File: src/sv/bdpc_pkg.sv
// ----------------------------------------------------------------------------
// bdpc_pkg
// Shared types and constants for the button debounce and press classifier.
// ----------------------------------------------------------------------------
`default_nettype none

package bdpc_pkg;

   localparam int SETTLE_W = 16;
   localparam int TICKS_W  = 24;
   localparam int CSR_AW   = 4;
   localparam int CSR_DW   = 32;

   // reset values of the configuration registers
   localparam logic [SETTLE_W-1:0] DEBOUNCE_RESET = 16'd40;
   localparam logic [TICKS_W-1:0]  SHORT_RESET    = 24'd100;
   localparam logic [TICKS_W-1:0]  LONG_RESET     = 24'd2000;
   localparam logic [TICKS_W-1:0]  BLOCKED_RESET  = 24'd8000;

   // register indexes (paddr[3:2])
   localparam logic [1:0] REG_DEBOUNCE = 2'd0;
   localparam logic [1:0] REG_SHORT    = 2'd1;
   localparam logic [1:0] REG_LONG     = 2'd2;
   localparam logic [1:0] REG_BLOCKED  = 2'd3;

   typedef enum logic [1:0] {
      CLASS_NONE    = 2'd0,
      CLASS_SHORT   = 2'd1,
      CLASS_LONG    = 2'd2,
      CLASS_BLOCKED = 2'd3
   } class_type;

   typedef struct packed {
      logic [SETTLE_W-1:0] debounce_ticks;
      logic [TICKS_W-1:0]  short_min_ticks;
      logic [TICKS_W-1:0]  long_min_ticks;
      logic [TICKS_W-1:0]  blocked_min_ticks;
   } cfg_type;

   typedef struct packed {
      logic               debounced_held;
      class_type          press_class;
      logic               class_announce;
      logic               release_announce;
      logic [TICKS_W-1:0] held_count;
   } result_type;

endpackage

`default_nettype wire

File: src/sv/bdpc_if.sv
// ----------------------------------------------------------------------------
// bdpc_if
// Valid/ready channels for button samples and classifier results.
// ----------------------------------------------------------------------------
`default_nettype none

interface bdpc_req_if;
   logic valid;
   logic ready;
   logic raw_pressed;

   modport source (output valid, output raw_pressed, input ready);
   modport sink   (input valid, input raw_pressed, output ready);
endinterface

interface bdpc_rsp_if;
   logic        valid;
   logic        ready;
   logic        debounced_held;
   logic [1:0]  press_class;
   logic        class_announce;
   logic        release_announce;
   logic [23:0] held_count;

   modport source (output valid, output debounced_held, output press_class,
                   output class_announce, output release_announce, output held_count,
                   input ready);
   modport sink   (input valid, input debounced_held, input press_class,
                   input class_announce, input release_announce, input held_count,
                   output ready);
endinterface

`default_nettype wire

File: src/sv/bdpc_csr.sv
// ----------------------------------------------------------------------------
// bdpc_csr
// APB register file holding debounce time and the three class thresholds.
// ----------------------------------------------------------------------------
`default_nettype none

module bdpc_csr
   import bdpc_pkg::*;
(
   input  wire logic              clock,
   input  wire logic              reset,
   input  wire logic              csr_psel,
   input  wire logic              csr_penable,
   input  wire logic              csr_pwrite,
   input  wire logic [CSR_AW-1:0] csr_paddr,
   input  wire logic [CSR_DW-1:0] csr_pwdata,
   output logic      [CSR_DW-1:0] csr_prdata,
   output logic                   csr_pready,
   output cfg_type                cfg
);

   cfg_type    cfg_ff;
   cfg_type    cfg_in;
   logic       wr_en;
   logic [1:0] reg_idx;

   assign wr_en      = csr_psel && csr_penable && csr_pwrite;
   assign reg_idx    = csr_paddr[3:2];
   assign csr_pready = 1'b1;
   assign cfg        = cfg_ff;

   always_comb begin
      cfg_in = cfg_ff;
      if (wr_en) begin
         case (reg_idx)
            REG_DEBOUNCE: cfg_in.debounce_ticks    = csr_pwdata[SETTLE_W-1:0];
            REG_SHORT:    cfg_in.short_min_ticks   = csr_pwdata[TICKS_W-1:0];
            REG_LONG:     cfg_in.long_min_ticks    = csr_pwdata[TICKS_W-1:0];
            REG_BLOCKED:  cfg_in.blocked_min_ticks = csr_pwdata[TICKS_W-1:0];
            default:      cfg_in = cfg_ff;
         endcase
      end
   end

   always_comb begin
      case (reg_idx)
         REG_DEBOUNCE: csr_prdata = CSR_DW'(cfg_ff.debounce_ticks);
         REG_SHORT:    csr_prdata = CSR_DW'(cfg_ff.short_min_ticks);
         REG_LONG:     csr_prdata = CSR_DW'(cfg_ff.long_min_ticks);
         REG_BLOCKED:  csr_prdata = CSR_DW'(cfg_ff.blocked_min_ticks);
         default:      csr_prdata = '0;
      endcase
   end

   always_ff @(posedge clock) begin
      if (reset) begin
         cfg_ff.debounce_ticks    <= DEBOUNCE_RESET;
         cfg_ff.short_min_ticks   <= SHORT_RESET;
         cfg_ff.long_min_ticks    <= LONG_RESET;
         cfg_ff.blocked_min_ticks <= BLOCKED_RESET;
      end else begin
         cfg_ff <= cfg_in;
      end
   end

endmodule

`default_nettype wire

File: src/sv/bdpc_engine.sv
// ----------------------------------------------------------------------------
// bdpc_engine
// Debounce state machine, saturating held-tick counter and press classifier.
// ----------------------------------------------------------------------------
`default_nettype none

module bdpc_engine
   import bdpc_pkg::*;
(
   input  wire logic    clock,
   input  wire logic    reset,
   input  wire logic    step,
   input  wire logic    raw_pressed,
   input  wire cfg_type cfg,
   output result_type   result
);

   typedef enum logic [1:0] {
      WAIT_PRESS  = 2'd0,
      CONFIRM_ON  = 2'd1,
      HELD        = 2'd2,
      CONFIRM_OFF = 2'd3
   } phase_type;

   phase_type           phase_ff, phase_in;
   logic [SETTLE_W-1:0] settle_ff, settle_in;
   logic [TICKS_W-1:0]  held_ff, held_in;
   class_type           class_ff, class_in;
   logic [TICKS_W-1:0]  held_base;
   class_type           class_new;
   logic                rel_ann;
   logic                cls_ann;

   function automatic class_type classify(input logic [TICKS_W-1:0] t, input cfg_type c);
      class_type r;
      if (t >= c.short_min_ticks && t < c.long_min_ticks) begin
         r = CLASS_SHORT;
      end else if (t >= c.long_min_ticks && t < c.blocked_min_ticks) begin
         r = CLASS_LONG;
      end else if (t >= c.blocked_min_ticks) begin
         r = CLASS_BLOCKED;
      end else begin
         r = CLASS_NONE;
      end
      return r;
   endfunction

   always_comb begin
      phase_in  = phase_ff;
      settle_in = settle_ff;
      held_base = held_ff;
      rel_ann   = 1'b0;
      case (phase_ff)
         WAIT_PRESS: begin
            if (raw_pressed) begin
               settle_in = cfg.debounce_ticks;
               phase_in  = CONFIRM_ON;
            end
         end
         CONFIRM_ON: begin
            if (!raw_pressed) begin
               phase_in = WAIT_PRESS;
            end else if (settle_ff != '0) begin
               settle_in = settle_ff - 1'b1;
            end else begin
               held_base = '0;
               phase_in  = HELD;
            end
         end
         HELD: begin
            if (!raw_pressed) begin
               settle_in = cfg.debounce_ticks;
               phase_in  = CONFIRM_OFF;
            end
         end
         CONFIRM_OFF: begin
            if (raw_pressed) begin
               phase_in = HELD;
            end else if (settle_ff != '0) begin
               settle_in = settle_ff - 1'b1;
            end else begin
               phase_in = WAIT_PRESS;
               rel_ann  = 1'b1;
            end
         end
         default: phase_in = WAIT_PRESS;
      endcase

      // held ticks count only in the held phase, saturating at all ones
      class_in  = class_ff;
      cls_ann   = 1'b0;
      class_new = CLASS_NONE;
      if (phase_in == HELD) begin
         held_in   = (held_base == '1) ? held_base : held_base + 1'b1;
         class_new = classify(held_in, cfg);
         if (class_new != class_ff) begin
            class_in = class_new;
            cls_ann  = (class_new != CLASS_NONE);
         end
      end else begin
         held_in = '0;
      end

      result.debounced_held   = (phase_in == HELD);
      result.press_class      = class_in;
      result.class_announce   = cls_ann;
      result.release_announce = rel_ann;
      result.held_count       = held_in;
   end

   always_ff @(posedge clock) begin
      if (reset) begin
         phase_ff  <= WAIT_PRESS;
         settle_ff <= '0;
         held_ff   <= '0;
         class_ff  <= CLASS_NONE;
      end else if (step) begin
         phase_ff  <= phase_in;
         settle_ff <= settle_in;
         held_ff   <= held_in;
         class_ff  <= class_in;
      end
   end

endmodule

`default_nettype wire

File: src/sv/button_debounce_press_classifier_core.sv
// ----------------------------------------------------------------------------
// button_debounce_press_classifier_core
// Button debouncer with short, long and blocked press classification.
// ----------------------------------------------------------------------------
// Each request carries one raw button sample (one per millisecond tick) and
// produces exactly one result: debounced level, current class, class and
// release announcements and the held-tick count. A request is registered on
// acceptance and its result is registered when the engine steps; a new
// request is accepted every cycle while the result register is free or
// draining. The debounce state update with the 24-bit increment and three
// threshold compares sits between the input and result registers, which act
// as a two-entry buffer: the block takes one more request while a result waits
// for rsp_if.ready, then holds off requests until the result drains.
// Thresholds and debounce time (APB registers at byte addresses 0, 4, 8, 12)
// are the user's to set only while no request is in flight; not enforced.
`default_nettype none

module button_debounce_press_classifier_core
   import bdpc_pkg::*;
(
   input  wire logic              clock,
   input  wire logic              reset,
   bdpc_req_if.sink               req_if,
   bdpc_rsp_if.source             rsp_if,
   input  wire logic              csr_psel,
   input  wire logic              csr_penable,
   input  wire logic              csr_pwrite,
   input  wire logic [CSR_AW-1:0] csr_paddr,
   input  wire logic [CSR_DW-1:0] csr_pwdata,
   output logic      [CSR_DW-1:0] csr_prdata,
   output logic                   csr_pready
);

   cfg_type    cfg;
   result_type result;

   logic       in_valid_ff, in_valid_in;
   logic       in_raw_ff;
   logic       out_valid_ff, out_valid_in;
   result_type out_data_ff;
   logic       advance;
   logic       step;

   bdpc_csr u_csr (
      .clock       (clock),
      .reset       (reset),
      .csr_psel    (csr_psel),
      .csr_penable (csr_penable),
      .csr_pwrite  (csr_pwrite),
      .csr_paddr   (csr_paddr),
      .csr_pwdata  (csr_pwdata),
      .csr_prdata  (csr_prdata),
      .csr_pready  (csr_pready),
      .cfg         (cfg)
   );

   bdpc_engine u_engine (
      .clock       (clock),
      .reset       (reset),
      .step        (step),
      .raw_pressed (in_raw_ff),
      .cfg         (cfg),
      .result      (result)
   );

   // result register free or draining this cycle
   assign advance      = !out_valid_ff || rsp_if.ready;
   assign step         = in_valid_ff && advance;
   assign req_if.ready = !in_valid_ff || advance;

   assign in_valid_in  = req_if.ready ? req_if.valid : in_valid_ff;
   assign out_valid_in = step ? 1'b1 : (rsp_if.ready ? 1'b0 : out_valid_ff);

   always_ff @(posedge clock) begin
      if (reset) begin
         in_valid_ff  <= 1'b0;
         out_valid_ff <= 1'b0;
      end else begin
         in_valid_ff  <= in_valid_in;
         out_valid_ff <= out_valid_in;
      end
   end

   always_ff @(posedge clock) begin
      if (req_if.ready && req_if.valid) begin
         in_raw_ff <= req_if.raw_pressed;
      end
      if (step) begin
         out_data_ff <= result;
      end
   end

   assign rsp_if.valid            = out_valid_ff;
   assign rsp_if.debounced_held   = out_data_ff.debounced_held;
   assign rsp_if.press_class      = out_data_ff.press_class;
   assign rsp_if.class_announce   = out_data_ff.class_announce;
   assign rsp_if.release_announce = out_data_ff.release_announce;
   assign rsp_if.held_count       = out_data_ff.held_count;

endmodule

`default_nettype wire

File: src/flat_wrapper.sv
// flat-port wrapper written by rule: the top's interface ports become plain ports
module button_debounce_press_classifier_core_flat import bdpc_pkg::*;
  (clock, reset, csr_psel, csr_penable, csr_pwrite, csr_paddr, csr_pwdata, csr_prdata, csr_pready, req_if_valid, req_if_raw_pressed, req_if_ready, rsp_if_valid, rsp_if_debounced_held, rsp_if_press_class, rsp_if_class_announce, rsp_if_release_announce, rsp_if_held_count, rsp_if_ready);
  bdpc_req_if req_if_i ();
  bdpc_rsp_if rsp_if_i ();
  input  wire logic clock;
  input  wire logic reset;
  input  wire logic csr_psel;
  input  wire logic csr_penable;
  input  wire logic csr_pwrite;
  input  wire logic [CSR_AW-1:0] csr_paddr;
  input  wire logic [CSR_DW-1:0] csr_pwdata;
  output logic      [CSR_DW-1:0] csr_prdata;
  output logic csr_pready;
  input wire logic [$bits(req_if_i.valid)-1:0] req_if_valid;
  input wire logic [$bits(req_if_i.raw_pressed)-1:0] req_if_raw_pressed;
  output wire logic [$bits(req_if_i.ready)-1:0] req_if_ready;
  output wire logic [$bits(rsp_if_i.valid)-1:0] rsp_if_valid;
  output wire logic [$bits(rsp_if_i.debounced_held)-1:0] rsp_if_debounced_held;
  output wire logic [$bits(rsp_if_i.press_class)-1:0] rsp_if_press_class;
  output wire logic [$bits(rsp_if_i.class_announce)-1:0] rsp_if_class_announce;
  output wire logic [$bits(rsp_if_i.release_announce)-1:0] rsp_if_release_announce;
  output wire logic [$bits(rsp_if_i.held_count)-1:0] rsp_if_held_count;
  input wire logic [$bits(rsp_if_i.ready)-1:0] rsp_if_ready;
  assign req_if_i.valid = req_if_valid;
  assign req_if_i.raw_pressed = req_if_raw_pressed;
  assign req_if_ready = req_if_i.ready;
  assign rsp_if_valid = rsp_if_i.valid;
  assign rsp_if_debounced_held = rsp_if_i.debounced_held;
  assign rsp_if_press_class = rsp_if_i.press_class;
  assign rsp_if_class_announce = rsp_if_i.class_announce;
  assign rsp_if_release_announce = rsp_if_i.release_announce;
  assign rsp_if_held_count = rsp_if_i.held_count;
  assign rsp_if_i.ready = rsp_if_ready;
  button_debounce_press_classifier_core u_core (.clock(clock), .reset(reset), .req_if(req_if_i), .rsp_if(rsp_if_i), .csr_psel(csr_psel), .csr_penable(csr_penable), .csr_pwrite(csr_pwrite), .csr_paddr(csr_paddr), .csr_pwdata(csr_pwdata), .csr_prdata(csr_prdata), .csr_pready(csr_pready));
endmodule
File: config.mk
export PLATFORM = sky130hd
export DESIGN_NAME = button_debounce_press_classifier_core_flat
export DESIGN_NICKNAME = d
export VERILOG_FILES = /design/src/sv/bdpc_pkg.sv /design/src/sv/bdpc_if.sv /design/src/sv/bdpc_csr.sv /design/src/sv/bdpc_engine.sv /design/src/sv/button_debounce_press_classifier_core.sv /design/src/flat_wrapper.sv
export SDC_FILE = /design/constraint.sdc
export NUM_CORES = 1
export LEC_CHECK = 0
export ABC_AREA = 1
export ABC_CLOCK_PERIOD_IN_PS = 5600
export BUFFER_PORTS_ARGS = -buffer_cell sky130_fd_sc_hd__buf_2
export CAP_MARGIN = 20
export CORE_MARGIN = 2
export CORE_UTILIZATION = 60
export DETAILED_ROUTE_END_ITERATION = 12
export MAX_ROUTING_LAYER = met4
export PLACE_DENSITY_LB_ADDON = 0.08
export SLEW_MARGIN = 20
export SYNTH_ARGS = -nofsm -noshare
export SYNTH_HDL_FRONTEND = slang
export SYNTH_SLANG_ARGS = --single-unit
export TNS_END_PERCENT = 30
File: constraint.sdc
create_clock -name clock -period 5.6 [get_ports clock]
set_input_delay 0 -clock clock [delete_from_list [all_inputs] [get_ports clock]]
set_output_delay 0 -clock clock [all_outputs]
set_load 0.02 [all_outputs]
==> parameters.txt <==
Parameter                              Value

Final layout
  Layout area overhead ... 14.9%
  Layout cells sized above 1 ... between 10% and 20%
  Number of non-filler instances in the completed layout ... roughly 1600
  Final Instance Area ... approximately 11000 um2
  Fillcell total ... around 1400
  Total Nets Final ... 1518
  Final Core Density ... between 70% and 80%
  FF/Latch Area ... 3580 um2
  Area occupied by multi-input gates ... ~5200 um2
  Antenna diodes ... 0

Power and ir drop
  Pwr dens ... ~260 nW/um2
  Overall Power ... slightly below 3 mW
  Worst IR drop on VDD ... between 200 and 250 uV
  Leak ... 5.13 nW

Min path
  Min-Delay Path Depth ... 6
  Worst hold start ... csr_paddr[2]
  Worst hold endpoint ... u_core.u_csr.cfg[75]$_SDFFE_PP1P_
  Hold WC Path Type ... in2reg

Floorplanning
  Top-level I/O count ... about 110
  Core Footprint ... ~16000 um2
  Std-Cell Rows ... 46
  Horizontal die dimension ... 131 um
  DIE HEIGHT ... between 100 and 150 um
  Initial core utilization ... 61.4%
  Floorplan die area ... ~17000 um2

Logic synthesis
  Top cells by area, synth ... dfxtp_1 (28%), ha_1 (9.5%), nand2_1 (9.3%)
  Post-synthesis sequential element count ... approximately 160
  Most numerous cell types in the synthesized netlist ... nand2_1 (242), inv_1 (166), dfxtp_1 (134), o21ai_0 (129), nor2_1 (125)
  Proportion of synthesized chip area in sequential cells ... 36.8%
  Area share of the largest cell type after synthesis ... 27.5%
  Count of cell types in the netlist ... 44
  Warnings, synthesis ... 0
  Flip-flop cell with the highest count after synthesis ... dfxtp_1
  Mean instance size in the synthesized netlist ... approximately 7.5 um2
  Count of flip-flops with a built-in enable after synthesis ... 30
  Library cell with the highest instance count after synthesis ... nand2_1
  Cell type with the largest total area after synthesis ... dfxtp_1
  Async set or reset register ratio after synthesis ... 0%
  Post-synthesis instance area ... ~10000 um2
  Cell count after synthesis ... between 1000 and 1500

Drt
  Router iterations before antenna repair ... 8
  Via Count ... about 8900
  DR WL/cell ... 15.5 um
  Post-Route WL ... 25300 um
  DRC violation count after routing ... 0
  Remaining antenna violation count ... 0
  Routed via count divided by cell count ... 5.45
  1st-iter DRT viols ... around 730

Setup path
  Crit start category ... flip-flop
  Worst flop-to-flop path endpoint ... u_core.rsp_if.class_announce$_SDFFCE_PN0P_
  Critical path class ... reg2reg
  Worst flop-to-flop path startpoint ... u_core.u_engine.phase_ff[0]$_SDFFE_PP0P_
  Data arrival time of the critical path ... between 4 and 5 ns
  Reg-to-reg setup timing slack ... 0.82 ns
  Cells on worst reg2reg path ... 27
  Kind of end point of the critical path ... flip-flop
  Largest fanout of any net on the critical path ... 23
  Required @ worst endpoint ... between 5 and 6 ns

Clock tree
  Inserted Clock Buffers ... 17
  Cts hold-fix bufs ... 30
  CTS sink count ... between 150 and 200
  Number of instances resized during post-cts repair ... 0
  Clk pin slew, worst setup/hold paths ... roughly 0.070 ns
  Clock root buffer ... clkbuf_16
  Clock tree from TritonCTS ... built
  CTS HTree Levels ... 4
  Maximum clock path buffer count ... 2
  Clock latency reported for the late side of the worst-skew pair ... 0.44 ns
  Number of post-CTS setup repair buffers ... 0

Timing
  Hold Slack ... about 0.17 ns
  Setup repair after global routing missed its margin ... false
  Fin Clk Skew ... around 0.0099 ns
  Setup TNS Final ... 0 ns
  Post-route fraction of the period consumed by the critical path ... 85.4%
  Total count of max-transition violations in the final report ... 0
  Achievable clock frequency ... ~0.21 GHz
  Worst slew pin tran ... around 1.1 ns
  Rel. slew slack ... between 20 and 30%
  Crit path time final ... 4.78 ns
  Number of hold violations in the final report ... 0
  Final setup vio count ... 0
  Worst-case setup margin in the final layout ... 0.818 ns

GRT
  Largest net degree at the start of global routing ... 120
  Initial antenna violation count ... 0
  Overflow left after global routing ... 0
  Vias in the first global route ... roughly 8000
  Total routing usage reported by global routing ... between 30% and 40%
  Global-route wire length before repair ... 40900 um

Placement
  Number of buffers added on ports ... 88
  Routability cong. ... slightly above 0.9
  Cell count after placement ... ~1600
  Worst slack after detailed placement ... 0.884 ns
  Placed cell area ... ~10000 um2
  HPWL reported at the end of detailed placement ... around 18000 um

Run
  Reported max-cap violation count ... 0

Run status
  Run status ... completed
[power by group]
group,switching [mW],total (mW),internal (mW)
clock network,0.499,1.20,0.703
registers,0.0275,1.27,1.24
logic,0.315,0.484,0.169
[placed cells by master, fill, tap and decap left out, types with 4 or more instances in the layout]
master / count
clkbuf_16: 19
o2111ai_1: 13
dfxtp_1: 134
conb_1: 9
inv_1: 163
nand3_2: 5
nor3_1: 7
xnor2_1: 7
o21ai_0: 129
nor2_1: 124
o211ai_1: 19
nand2_1: 242
dlygate4sd3_1: 30
edfxtp_1: 30
a21oi_2: 20
nand4_1: 16
buf_2: 88
a21oi_1: 114
ha_1: 74
nand2_4: 20
nand3_1: 50
nand2_2: 20
buf_4: 11
nor2_4: 4
xor2_1: 12
nor2_2: 4
o221ai_1: 8
[critical path: stages, from the launching register on]
cell      delay [ns]
dfxtp_1         0.31
buf_4           0.24
inv_1           0.26
nor2_1          0.19
nand3_2         0.13
nand2_1         0.14
inv_1           0.11
ha_1            0.25
inv_1           0.17
nor2_4          0.09
nand4_2         0.12
clkinv_1        0.11
nand2_4         0.34
buf_4           0.32
nand2_4         0.11
ha_1            0.29
nand2_1         0.06
nor2_1          0.16
nand2_1         0.08
nor3_1          0.19
nand2_1         0.11
nand3_1         0.10
o21bai_1        0.26
nand2_1         0.13
nand2_1         0.11
nand2_1         0.06
inv_1           0.05
nor2_1          0.03
[kinds of logic (layout without fill, tap and decap cells)]
kind of cell / count (synthesis) / in the layout / share of synthesized area (%)
buffers and inverters: 232 / 330 / 9.82
other: 2 / 9 / 0.0771
AND/OR/NAND/NOR: 494 / 494 / 23.0
AO/OA/AOI/OAI: 323 / 323 / 19.1
adder cells (fa/ha/maj): 74 / 74 / 9.50
XOR/XNOR: 19 / 19 / 1.71
flip-flops: 164 / 164 / 36.8
[per-layer routing]
layer	vias to the layer above	part of all wire [%]	global-route usage, %
met3	26	4.7	5.44
met4	0	1.1	5.62
met5	-	0	-
met1	4084	45	39.3
met2	245	49	50.2
li1	4518	-	-
[sequential cells by signal (all words and copies together), names as in the netlist]
name                            flops
u_core.in_raw_ff                    1
u_core.in_valid_ff                  1
u_core.rsp_if.class_announce        1
u_core.rsp_if.debounced_held        1
u_core.rsp_if.held_count           24
u_core.rsp_if.press_class           2
u_core.rsp_if.release_announce      1
u_core.rsp_if.valid                 1
u_core.u_csr.cfg                   88
u_core.u_engine.class_ff            2
u_core.u_engine.held_ff            24
u_core.u_engine.phase_ff            2
u_core.u_engine.settle_ff          16
[worst max-delay path by stage]
stage	startpoint	endpoint	slack, ns	depth (start not counted)
CTS	u_core.u_engine.phase_ff[0]$_SDFFE_PP0P_	u_core.rsp_if.class_announce$_SDFFCE_PN0P_	0.85	27
global route	u_core.u_engine.phase_ff[0]$_SDFFE_PP0P_	u_core.rsp_if.class_announce$_SDFFCE_PN0P_	0.39	27
finish	u_core.u_engine.phase_ff[0]$_SDFFE_PP0P_	u_core.rsp_if.class_announce$_SDFFCE_PN0P_	0.82	27
global placement	u_core.u_engine.phase_ff[0]$_SDFFE_PP0P_	u_core.rsp_if.class_announce$_SDFFCE_PN0P_	0.95	27
floorplan	u_core.u_engine.settle_ff[0]$_SDFFE_PP0P_	u_core.rsp_if.class_announce$_SDFFCE_PN0P_	1.61	31
detailed placement	u_core.u_engine.phase_ff[0]$_SDFFE_PP0P_	u_core.rsp_if.class_announce$_SDFFCE_PN0P_	0.88	27
[final cells by class]
class / count / area share [%]
Inverter: 167 / 5.60
Timing Repair Buffer: 131 / 7.73
Clock buffer: 23 / 4.65
Tap cell: 216 / 2.41
Sequential cell: 164 / 32.0
Clock inverter: 9 / 0.804
Multi-Input combinational cell: 919 / 46.8
(Power assumes the default switching activity.)
